==> src/hdl/dd_pkg.sv <==
// Shared constants, types and the disk mask helper function of the disk dilation block.
package dd_pkg;

    localparam int MAX_WIDTH  = 2048;
    localparam int MAX_HEIGHT = 4096;
    localparam int MAX_RADIUS = 20;

    // Field and register widths
    localparam int PIX_W    = 16;
    localparam int RAD_W    = 5;
    localparam int IMGW_W   = 12;
    localparam int IMGH_W   = 13;
    localparam int OCOL_W   = 11;
    localparam int OROW_W   = 12;
    localparam int PADDR_W  = 4;
    localparam int PDATA_W  = 32;
    localparam int REGIDX_W = 2;

    // Vertical window per column: rows r+R down to r-R
    localparam int WIN_W   = 2 * MAX_RADIUS + 1;
    localparam int WIN_IW  = $clog2(WIN_W);
    localparam int VEC_W   = MAX_RADIUS + 1;
    localparam int NCELL   = WIN_W;
    localparam int CELL_IW = $clog2(NCELL);
    localparam int SQ_W    = 2 * CELL_IW;

    localparam int COL_W  = $clog2(MAX_WIDTH);
    localparam int ROW_W  = $clog2(MAX_HEIGHT + MAX_RADIUS + 1);
    localparam int MAX_D  = MAX_RADIUS * MAX_WIDTH + MAX_RADIUS;
    localparam int D_W    = $clog2(MAX_D + 1);
    localparam int VAL_AW = D_W;
    localparam int VAL_DEPTH = 2 ** VAL_AW;
    localparam int P_W    = $clog2(MAX_WIDTH * MAX_HEIGHT + MAX_D + 1);

    localparam logic [REGIDX_W-1:0] REG_RADIUS = 2'd0;
    localparam logic [REGIDX_W-1:0] REG_WIDTH  = 2'd1;
    localparam logic [REGIDX_W-1:0] REG_HEIGHT = 2'd2;

    // One column entry moving down the cell chain
    typedef struct packed {
        logic [ROW_W-1:0] row;
        logic [VEC_W-1:0] vec;
    } cell_data_t;

    // Bit k set when a blank at vertical distance k, in the column seen by
    // cell j, lies inside the disk of radius r.
    function automatic logic [VEC_W-1:0] disk_mask(input logic [RAD_W-1:0] r,
                                                   input logic [CELL_IW-1:0] j);
        logic [VEC_W-1:0]   m;
        logic [CELL_IW-1:0] rr;
        logic [CELL_IW-1:0] dx;
        logic [SQ_W-1:0]    dx_sq;
        logic [SQ_W-1:0]    r_sq;
        m     = '0;
        rr    = CELL_IW'(r);
        dx    = (j >= rr) ? (j - rr) : (rr - j);
        dx_sq = SQ_W'(dx) * SQ_W'(dx);
        r_sq  = SQ_W'(rr) * SQ_W'(rr);
        if (j <= {rr[CELL_IW-2:0], 1'b0}) begin
            for (int k = 0; k < VEC_W; k++) begin
                m[k] = (k <= int'(r)) && ((SQ_W'(k * k) + dx_sq) <= r_sq);
            end
        end
        return m;
    endfunction

endpackage

==> src/hdl/dd_cell.sv <==
// One cell of the horizontal chain: holds a column entry, tests it against the disk.
module dd_cell (
    input  logic                       clk,
    input  logic                       shift_en,
    input  dd_pkg::cell_data_t         d_in,
    output dd_pkg::cell_data_t         d_out,
    input  logic [dd_pkg::VEC_W-1:0]   mask,
    input  logic [dd_pkg::ROW_W-1:0]   want_row,
    output logic                       hit
);
    import dd_pkg::*;

    cell_data_t data_reg;

    always_ff @(posedge clk)
    begin
        if (shift_en)
        begin
            data_reg <= d_in;
        end
    end

    assign d_out = data_reg;
    assign hit   = (data_reg.row == want_row) && (|(data_reg.vec & mask));

endmodule

==> config.mk <==
export PLATFORM = sky130hd
export DESIGN_NAME = dd_cell
export DESIGN_NICKNAME = d
export VERILOG_FILES = /design/src/hdl/dd_pkg.sv /design/src/hdl/dd_cell.sv
export SDC_FILE = /design/constraint.sdc
export NUM_CORES = 1
export LEC_CHECK = 0
export BUFFER_PORTS_ARGS = -buffer_cell sky130_fd_sc_hd__buf_4
export CORE_MARGIN = 2
export CORE_UTILIZATION = 34
export CTS_CLUSTER_DIAMETER = 80
export DETAILED_ROUTE_END_ITERATION = 10
export GPL_TIMING_DRIVEN = 0
export PLACE_DENSITY = 0.76
export SLEW_MARGIN = 20
export SYNTH_ARGS = -nofsm -noshare
export SYNTH_HDL_FRONTEND = slang
export SYNTH_SLANG_ARGS = --single-unit
==> constraint.sdc <==
create_clock -name clk -period 1 [get_ports clk]
set_input_delay 0.05 -clock clk [delete_from_list [all_inputs] [get_ports clk]]
set_output_delay 0.05 -clock clk [all_outputs]
set_load 0.03 [all_outputs]
==> results of run 1 <==
cell type report:
type	instances	area (um2)	area share [%]
clock buffers	6	72.6	2.80
clock inverters	2	8.76	0.338
multi-input cells	30	293	11.3
flip-flops and latches	34	1020	39.4
well taps	48	60.1	2.32
repair buffers	139	1140	43.8
what timing repair did:
item	CTS	global route
pin swaps	1	2
cloned	0	0
gates resized for setup	6	0
hold endpoints to repair	34	0
buffers inserted	1	1
hold buffers	34	0
setup endpoints to repair	1	2
through the flow:
step           power (mW)  instances
2_1_floorplan        2.11         64
3_3_place_gp         2.51        216
3_5_place_dp         2.53        216
4_1_cts              3.58        259
5_1_grt              3.72        259
6_report             3.57        259
power breakdown:
group / internal (mW) / switching (mW) / total, mW
sequential: 1.70 / 0.0772 / 1.78
combinational: 0.454 / 0.418 / 0.872
clock: 0.478 / 0.447 / 0.924
worst max-delay path by stage:
stage | from | to | slack (ps) | cells after the start
finish | d_out[27] | hit | -760 | 5
global route | d_out[27] | hit | -820 | 5
CTS | d_out[31] | hit | -710 | 5
detailed placement | d_out[5] | hit | -530 | 5
global placement | d_out[5] | hit | -530 | 5
floorplan | d_out[33] | hit | -480 | 4
layout by cell type (no fill, tap or decap):
master	instances
sky130_fd_sc_hd__clkbuf_1	1
sky130_fd_sc_hd__nor3_1	1
sky130_fd_sc_hd__nand4_1	1
sky130_fd_sc_hd__a221oi_1	1
sky130_fd_sc_hd__a31oi_4	1
sky130_fd_sc_hd__buf_4	103
sky130_fd_sc_hd__clkinv_1	1
sky130_fd_sc_hd__buf_6	2
sky130_fd_sc_hd__clkbuf_8	5
sky130_fd_sc_hd__a22o_1	4
sky130_fd_sc_hd__nor4_2	2
sky130_fd_sc_hd__a221oi_2	3
sky130_fd_sc_hd__and4_4	1
sky130_fd_sc_hd__a222oi_1	1
sky130_fd_sc_hd__a22oi_1	1
sky130_fd_sc_hd__edfxtp_1	34
sky130_fd_sc_hd__xor2_1	13
sky130_fd_sc_hd__nor2_1	1
sky130_fd_sc_hd__clkinv_2	1
sky130_fd_sc_hd__dlygate4sd3_1	34
per-layer routing:
layer / share of wire, % / track usage, % / wire, um / vias up
met2: 54 / 36.1 / 2200 / 67
met1: 36 / 19.1 / 1450 / 546
li1: - / - / - / 556
met3: 9.7 / 5.82 / 393 / 2
met4: 0.42 / 3.91 / 17 / 0
met5: 0 / 0 / 0 / -
kinds of logic (layout without fill, tap and decap cells):
logic type	Yosys count	after routing	synth area share, %
flops	34	34	79.9
xor+xnor	13	13	8.91
buf+inv	0	147	0
simple gates	6	6	3.82
compound gates	11	11	7.35
==> results.md, run 1 <==
- Outcome: finished with violations
- Failing checks: negative setup slack
- Final TNS setup: -764 ps
- Worst hold stages: 1
- Root cell of the clock tree: sky130_fd_sc_hd__clkbuf_8
- Dpl cell area: between 0.002 and 0.0025 mm2
- Required @ worst endpoint: 950 ps
- Total half-perimeter wirelength after legalization and detailed placement: between 2000 and 3000 um
- Area share of the largest cell type after synthesis: 79.9%
- Most common library cells after synthesis: 34 x sky130_fd_sc_hd__edfxtp_1, 13 x sky130_fd_sc_hd__xor2_1, 4 x sky130_fd_sc_hd__a221oi_1, 4 x sky130_fd_sc_hd__a22o_1, 2 x sky130_fd_sc_hd__nor4_2
- Width of the die: between 60 and 70 um
- Total non-filler cell area in the finished layout: between 0.002 and 0.003 mm2
- Maximum clock frequency: about 0.57 GHz
- IO buf count: 104
- Initial Util: about a third
- Max Cap Viol: 0
- Largest cells by area after synthesis: sky130_fd_sc_hd__edfxtp_1 80%, sky130_fd_sc_hd__xor2_1 8.9%, sky130_fd_sc_hd__a221oi_1 2.7%, sky130_fd_sc_hd__a22o_1 2.7%, sky130_fd_sc_hd__nor4_2 2.0%
- Leakage: around 1.1 nW
- Initial antenna violation count: 0
- Post-synth top flop: sky130_fd_sc_hd__edfxtp_1
- Fraction of layout cells with a size suffix above 1: 55.9%
- Critical setup path kind: reg -> out
- Per-cell via count in the routed design: ~4.5
- Antenna viol nets, final: 0
- Worst path top cell family by delay: simple AND/OR/NAND/NOR gates
- Setup crit end kind: output port
- Fraction of the yosys area taken by sequential cells: about four fifths
- Most numerous cell in the Yosys netlist: sky130_fd_sc_hd__edfxtp_1
- Die area: between 0.004 and 0.005 mm2
- Count of mapped cells out of synthesis: 64
- Setup violation total in the final timing report: 1
- Overall global routing resource usage: 18.5%
- Filler cell count in the final layout: about 260
- Critical path cell sequence: xor2_1, nor4_2, nand4_1, a31oi_4, buf_6
- Die boundary height: about 65 um
- Max FFs per register: 34
- Post-Route Hold Slack: ~250 ps
- Number of cell rows: 22
- Max_slew headroom: 69.3%
- Setup slack after placement: -530 ps
- Share of the cycle needed by the critical path after routing: 176%
- Final min period: 1760 ps
- Power density relative to cell area: about 1400 mW/mm2
- Count of boundary I/O pins: 105
- Mean post-synth cell area: ~20 um2
- Unrepaired setup endpoints after global routing: true
- Kind of launch point of the worst setup path: flop
- Final count of pins violating max slew: 0
- Total iterations of the first detailed-routing run: 4
- Clock sinks: 34
- Count of warnings emitted by yosys: 0
- Signal arrival time at the worst endpoint: 1710 ps
- Global-route wire length before repair: around 5900 um
- Fraction of synthesis flops using an asynchronous set or reset pin: 0%
- Source of the worst hold timing path: shift_en
- Number of inserted diodes: 0
- Kind of path behind the tightest hold check: in -> reg
- End point of the most critical hold path: d_out[8]
- Fin util: approximately 70%
- CTS Buf Count: 5
- Worst-path clk slew: roughly 70 ps
- Netlist area before placement: 0.00128 mm2
- Worst Setup Slack, final: -764 ps
- Number of global-route vias before repair: approximately 1200
- Library cell contributing the largest single delay on the critical path: sky130_fd_sc_hd__edfxtp_1
- Syn Nets: 134
- Total length of routed wires: slightly above 4000 um
- Post-synthesis sequential element count: 34
- Transition time at the pin with the least slew margin: 461 ps
- Synth area leader: sky130_fd_sc_hd__edfxtp_1
- Total number of vias: approximately 1200
- CTS tree: yes
- H-tree levels: 2
- Leftover overflow at the end of global routing: 0
- 1st-iter DRT viols: 37
- Residual DRC count: 0
- Total count of hold-check failures in the final report: 0
- Gpl congestion: ~0.67
- Worst ir drop on vdd: 1280 uV
- Buffer levels on the longest clock path: 2
- Total buffers and inverters traversed by the critical path: 1
- Pin count of the biggest net entering global routing: 35
- Number of different library cells in the post-synthesis netlist: 12
- Stage delay of the slowest cell on the critical path: 410 ps
- Routed WL per cell: around 16 um
- Count of flip-flops with a built-in enable after synthesis: 34
- Area Overhead vs Synth: 103%
- Area of the core: roughly 0.0036 mm2
- Biggest fanout along the worst timing path: 2
- Count of nets after finishing: between 200 and 300
Note: power is estimated with default switching activity, not from simulation.
==> run 2: changes to the inputs <==
- TNS_END_PERCENT: unset -> 1
==> results.md, run 2 (same netlist as run 1, synthesis figures left out) <==
- Worst-path clk slew: 70 ps (about the same)
- Per-cell via count in the routed design: 4.53 (was 4.52)
- Count of nets after finishing: 280 (unchanged)
- Pin count of the biggest net entering global routing: 35 (unchanged)
- Number of cell rows: 22 (unchanged)
- IO buf count: 104 (unchanged)
- Biggest fanout along the worst timing path: 2 (unchanged)
- Routed length on met3: 393 um (unchanged)
- Setup slack after placement: -530 ps (unchanged)
- Kind of launch point of the worst setup path: flop (unchanged)
- Total non-filler cell area in the finished layout: 0.00259 mm2 (unchanged)
- Clock sinks: 34 (unchanged)
- Final min period: 1760 ps (about the same)
- Maximum clock frequency: 0.567 GHz (about the same)
- Top metal layer carrying routed signals: met4 (unchanged)
- Signal arrival time at the worst endpoint: 1710 ps (about the same)
- Max FFs per register: 34 (unchanged)
- CTS tree: yes (unchanged)
- Max Cap Viol: 0 (unchanged)
- Buffer levels on the longest clock path: 2 (unchanged)
- Commonest non-fill, non-tap cell in the layout: sky130_fd_sc_hd__buf_4 (unchanged)
- Initial Util: 35.2% (unchanged)
- Worst Setup Slack, final: -765 ps (was -764 ps)
- Overall global routing resource usage: 18.5% (unchanged)
- Total half-perimeter wirelength after legalization and detailed placement: 2580 um (unchanged)
- Area Overhead vs Synth: 103% (unchanged)
- Total length of routed wires: 4050 um (was 4070 um)
- Total number of vias: 1173 (was 1171)
- Dpl cell area: 0.00213 mm2 (unchanged)
- Number of inserted diodes: 0 (unchanged)
- Post-Layout Cell Count: 259 (unchanged)
- Antenna viol nets, final: 0 (unchanged)
- Root cell of the clock tree: sky130_fd_sc_hd__clkbuf_8 (unchanged)
- Leakage: 1.13 nW (unchanged)
- Worst ir drop on vdd: 1280 uV (about the same)
- Leftover overflow at the end of global routing: 0 (unchanged)
- Area of the core: 0.00363 mm2 (unchanged)
- Outcome: finished with violations (unchanged)
- Critical setup path kind: reg -> out (unchanged)
- Setup crit end kind: output port (unchanged)
- Fin util: 71.3% (unchanged)
- Kind of path behind the tightest hold check: in -> reg (unchanged)
- Total iterations of the first detailed-routing run: 4 (unchanged)
- Gpl congestion: 0.671 (unchanged)
- Transition time at the pin with the least slew margin: 461 ps (unchanged)
- Residual DRC count: 0 (unchanged)
- Count of boundary I/O pins: 105 (unchanged)
- Required @ worst endpoint: 950 ps (about the same)
- Width of the die: 65.3 um (unchanged)
- Post-Route Hold Slack: 250 ps (about the same)
- Initial antenna violation count: 0 (unchanged)
- Unrepaired setup endpoints after global routing: true (unchanged)
- Cell total after placement: 216 (unchanged)
- Fraction of layout cells with a size suffix above 1: 55.9% (unchanged)
- Routed WL per cell: 15.6 um (was 15.7 um)
- Met1 routed wirelength after detailed routing: 1440 um (was 1450 um)
- Total count of hold-check failures in the final report: 0 (unchanged)
- Failing checks: negative setup slack (unchanged)
- Global-route wire length before repair: 5900 um (unchanged)
- Final count of pins violating max slew: 0 (unchanged)
- Setup violation total in the final timing report: 1 (unchanged)
- Met2 routed wirelength: 2200 um (about the same)
- Die area: 0.00426 mm2 (unchanged)
- H-tree levels: 2 (unchanged)
- Max_slew headroom: 69.3% (unchanged)
- 1st-iter DRT viols: 47 (was 37)
- Share of the cycle needed by the critical path after routing: 176% (about the same)
- Number of global-route vias before repair: 1246 (unchanged)
- Power density relative to cell area: 1380 mW/mm2 (about the same)
- Commonest cells after routing, fill and taps aside: 103 x sky130_fd_sc_hd__buf_4, 34 x sky130_fd_sc_hd__edfxtp_1, 34 x sky130_fd_sc_hd__dlygate4sd3_1, 13 x sky130_fd_sc_hd__xor2_1, 5 x sky130_fd_sc_hd__clkbuf_8 (unchanged)
- Die boundary height: 65.3 um (unchanged)
- CTS Buf Count: 5 (unchanged)
==> run 2: cell counts in the layout (fill, tap and decap cells not counted) <==
No cell type changed its count.
==> run 2: what timing repair did <==
action,4_1_cts,5_1_grt
setup endpoints to repair,1,2
hold buffers,34,0
resized for setup,6,0
pin swaps,1,2
buffers inserted,1,0
hold endpoints to repair,34,0
==> run 2: final timing paths <==
| check | from | end | slack, ps | cells past startpoint |
|---|---|---|---|---|
| setup / recovery | d_out[27] | hit | -760 | 5 |
| hold / removal | shift_en | d_out[8] | 250 | 1 |
==> run 2: power breakdown <==
part	internal [mW]	leakage (nW)	switching (mW)
sequential	1.70	0.333	0.0766
clock	0.478	0.0426	0.447
combinational	0.454	0.750	0.417
==> run 2: critical path: stages, from the launching register on <==
cell and delay, ps:
sky130_fd_sc_hd__edfxtp_1 410, sky130_fd_sc_hd__xor2_1 170, sky130_fd_sc_hd__nor4_2 340, sky130_fd_sc_hd__nand4_1 190, sky130_fd_sc_hd__a31oi_4 180, sky130_fd_sc_hd__buf_6 150
==> run 2: final cells by class <==
type	instances	area [um2]
Clock buffer	6	72.6
Clock inverter	2	8.76
Fill cell	255	1040
Multi-Input combinational cell	30	293
Sequential cell	34	1020
Tap cell	48	60.1
Timing Repair Buffer	139	1140
==> run 2: metrics by stage <==
| step | power (mW) | TNS [ps] |
|---|---|---|
| after floorplan | 2.11 | -480 |
| after global placement | 2.51 | -532 |
| after detailed placement | 2.53 | -530 |
| after CTS | 3.58 | -714 |
| after global routing | 3.72 | -834 |
| final | 3.57 | -765 |
==> run 2: layer usage <==
layer | vias to the layer above | GRT usage [%]
li1 | 556 | -
met1 | 548 | 19.1
met2 | 67 | 36.1
met3 | 2 | 5.82
met4 | 0 | 3.91
met5 | - | 0
==> run 3: changes to the inputs <==
==> constraint.sdc (replaced) <==
create_clock -name clk -period 1 [get_ports clk]
set_input_delay 0.1 -clock clk [delete_from_list [all_inputs] [get_ports clk]]
set_output_delay 0.1 -clock clk [all_outputs]
set_load 0.03 [all_outputs]
==> results.md, run 3 (same netlist as run 1, synthesis figures left out) <==
- Outcome: finished with violations (unchanged)
- Failing checks: negative setup slack (unchanged)
- Fraction of layout cells with a size suffix above 1: 56.1% (was 55.9%)
- Combinational fraction of design power: 25.2% (was 24.4%)
- Worst-path clk slew: 70 ps (about the same)
- Max Cap Viol: 0 (unchanged)
- Routed WL per cell: 16.8 um (was 15.6 um)
- Antenna viol nets, final: 0 (unchanged)
- Pin count of the biggest net entering global routing: 35 (unchanged)
- Critical setup path kind: reg -> out (unchanged)
- Dpl cell area: 0.00213 mm2 (unchanged)
- Width of the die: 65.3 um (unchanged)
- Max_slew headroom: 69.5% (was 69.3%)
- Area of the core: 0.00363 mm2 (unchanged)
- 1st-iter DRT viols: 47 (unchanged)
- CTS Buf Count: 5 (unchanged)
- Post-Layout Cell Count: 260 (was 259)
- Leakage: 1.15 nW (was 1.13 nW)
- Maximum clock frequency: 0.539 GHz (was 0.567 GHz)
- Initial Util: 35.2% (unchanged)
- Commonest cells after routing, fill and taps aside: 88 x sky130_fd_sc_hd__buf_4, 34 x sky130_fd_sc_hd__edfxtp_1, 34 x sky130_fd_sc_hd__dlygate4sd3_1, 18 x sky130_fd_sc_hd__buf_6, 13 x sky130_fd_sc_hd__xor2_1 (was 103 x sky130_fd_sc_hd__buf_4, 34 x sky130_fd_sc_hd__edfxtp_1, 34 x sky130_fd_sc_hd__dlygate4sd3_1, 13 x sky130_fd_sc_hd__xor2_1, 5 x sky130_fd_sc_hd__clkbuf_8)
- Kind of launch point of the worst setup path: flop (unchanged)
- Leftover overflow at the end of global routing: 0 (unchanged)
- Net switching share of the total power: 26.6% (was 26.3%)
- CTS tree: yes (unchanged)
- Post-Route Hold Slack: 290 ps (was 250 ps)
- Signal arrival time at the worst endpoint: 1760 ps (was 1710 ps)
- Unrepaired setup endpoints after global routing: true (unchanged)
- Power density relative to cell area: 1370 mW/mm2 (was 1380 mW/mm2)
- Transition time at the pin with the least slew margin: 457 ps (was 461 ps)
- Required @ worst endpoint: 900 ps (was 950 ps)
- Die boundary height: 65.3 um (unchanged)
- Residual DRC count: 0 (unchanged)
- Clock group share of total power: 25.7% (was 25.9%)
- Biggest fanout along the worst timing path: 2 (unchanged)
- Final min period: 1860 ps (was 1760 ps)
- Fin util: 73.2% (was 71.3%)
- Area Overhead vs Synth: 108% (was 103%)
- Max FFs per register: 34 (unchanged)
- Setup violation total in the final timing report: 5 (was 1)
- Total length of routed wires: 4360 um (was 4050 um)
- Total number of vias: 1198 (was 1173)
- IO buf count: 104 (unchanged)
- Commonest non-fill, non-tap cell in the layout: sky130_fd_sc_hd__buf_4 (unchanged)
- Gpl congestion: 0.671 (unchanged)
- Global-route wire length before repair: 5440 um (was 5900 um)
- Total count of hold-check failures in the final report: 0 (unchanged)
- Total half-perimeter wirelength after legalization and detailed placement: 2580 um (unchanged)
- Number of cell rows: 22 (unchanged)
- Clock sinks: 34 (unchanged)
- Fraction of power consumed by sequential logic: 49.2% (was 49.7%)
- Count of nets after finishing: 281 (was 280)
- Root cell of the clock tree: sky130_fd_sc_hd__clkbuf_8 (unchanged)
- Worst ir drop on vdd: 1250 uV (was 1280 uV)
- Number of inserted diodes: 0 (unchanged)
- Total non-filler cell area in the finished layout: 0.00266 mm2 (was 0.00259 mm2)
- Per-cell via count in the routed design: 4.61 (was 4.53)
- Setup crit end kind: output port (unchanged)
- Total iterations of the first detailed-routing run: 4 (unchanged)
- Worst Setup Slack, final: -856 ps (was -765 ps)
- Total net switching power: 0.967 mW (was 0.941 mW)
- Initial antenna violation count: 0 (unchanged)
- Number of global-route vias before repair: 1207 (was 1246)
- Final count of pins violating max slew: 0 (unchanged)
- Final TNS setup: -967 ps (was -765 ps)
- Kind of path behind the tightest hold check: in -> reg (unchanged)
- Share of the cycle needed by the critical path after routing: 186% (was 176%)
- Cell total after placement: 216 (unchanged)
- Count of boundary I/O pins: 105 (unchanged)
- Internal power component: 2.67 mW (was 2.63 mW)
- H-tree levels: 2 (unchanged)
- Overall global routing resource usage: 17.1% (was 18.5%)
- Buffer levels on the longest clock path: 2 (unchanged)
- Die area: 0.00426 mm2 (unchanged)
run 3: worst max-delay path: stages (launching register included):
cell,delay (ps)
sky130_fd_sc_hd__edfxtp_1,400
sky130_fd_sc_hd__xor2_1,180
sky130_fd_sc_hd__nor4_2,340
sky130_fd_sc_hd__nand4_1,230
sky130_fd_sc_hd__a31oi_4,190
sky130_fd_sc_hd__buf_6,150
run 3: layout make-up:
cell class | instances | area [um2]
timing repair buffer | 140 | 1200
fill | 238 | 975
tap | 48 | 60.1
clock inverter | 2 | 8.76
clock buffer | 6 | 72.6
sequential | 34 | 1020
multi-input combinational | 30 | 293
run 3: routing by layer:
| metal | vias up | wire [um] | GRT usage [%] |
|---|---|---|---|
| met4 | 0 | 59 | 5.47 |
| met3 | 6 | 338 | 5.99 |
| met5 | - | 0 | 0 |
| li1 | 557 | - | - |
| met2 | 71 | 2410 | 32.8 |
| met1 | 564 | 1550 | 17.0 |
run 3: final timing paths:
path                  startpoint  slack, ps  cells past startpoint   endpoint
worst max-delay path   d_out[27]       -860                      5        hit
worst min-delay path    shift_en        290                      1  d_out[22]
run 3: what timing repair did:
item	4_1_cts	5_1_grt
resized for setup	6	16
setup endpoints to repair	1	19
hold buffers	26	8
buffers inserted	1	1
hold endpoints to repair	26	8
pin swaps	1	3
cloned	0	0
run 3: power groups by stage:
stage	Combinational, mW	Sequential (mW)	Clock (mW)
after floorplan	0.0927	2.01	0
after global placement	0.724	1.79	0
after detailed placement	0.738	1.80	0
after CTS	0.839	1.77	0.949
after global routing	0.956	1.79	1.03
final	0.915	1.79	0.933
run 3: metrics by stage:
step	total power [mW]	worst slack, ps
after detailed placement	2.53	-580
after CTS	3.56	-764
after floorplan	2.11	-530
final	3.63	-856
after global routing	3.78	-938
after global placement	2.51	-582
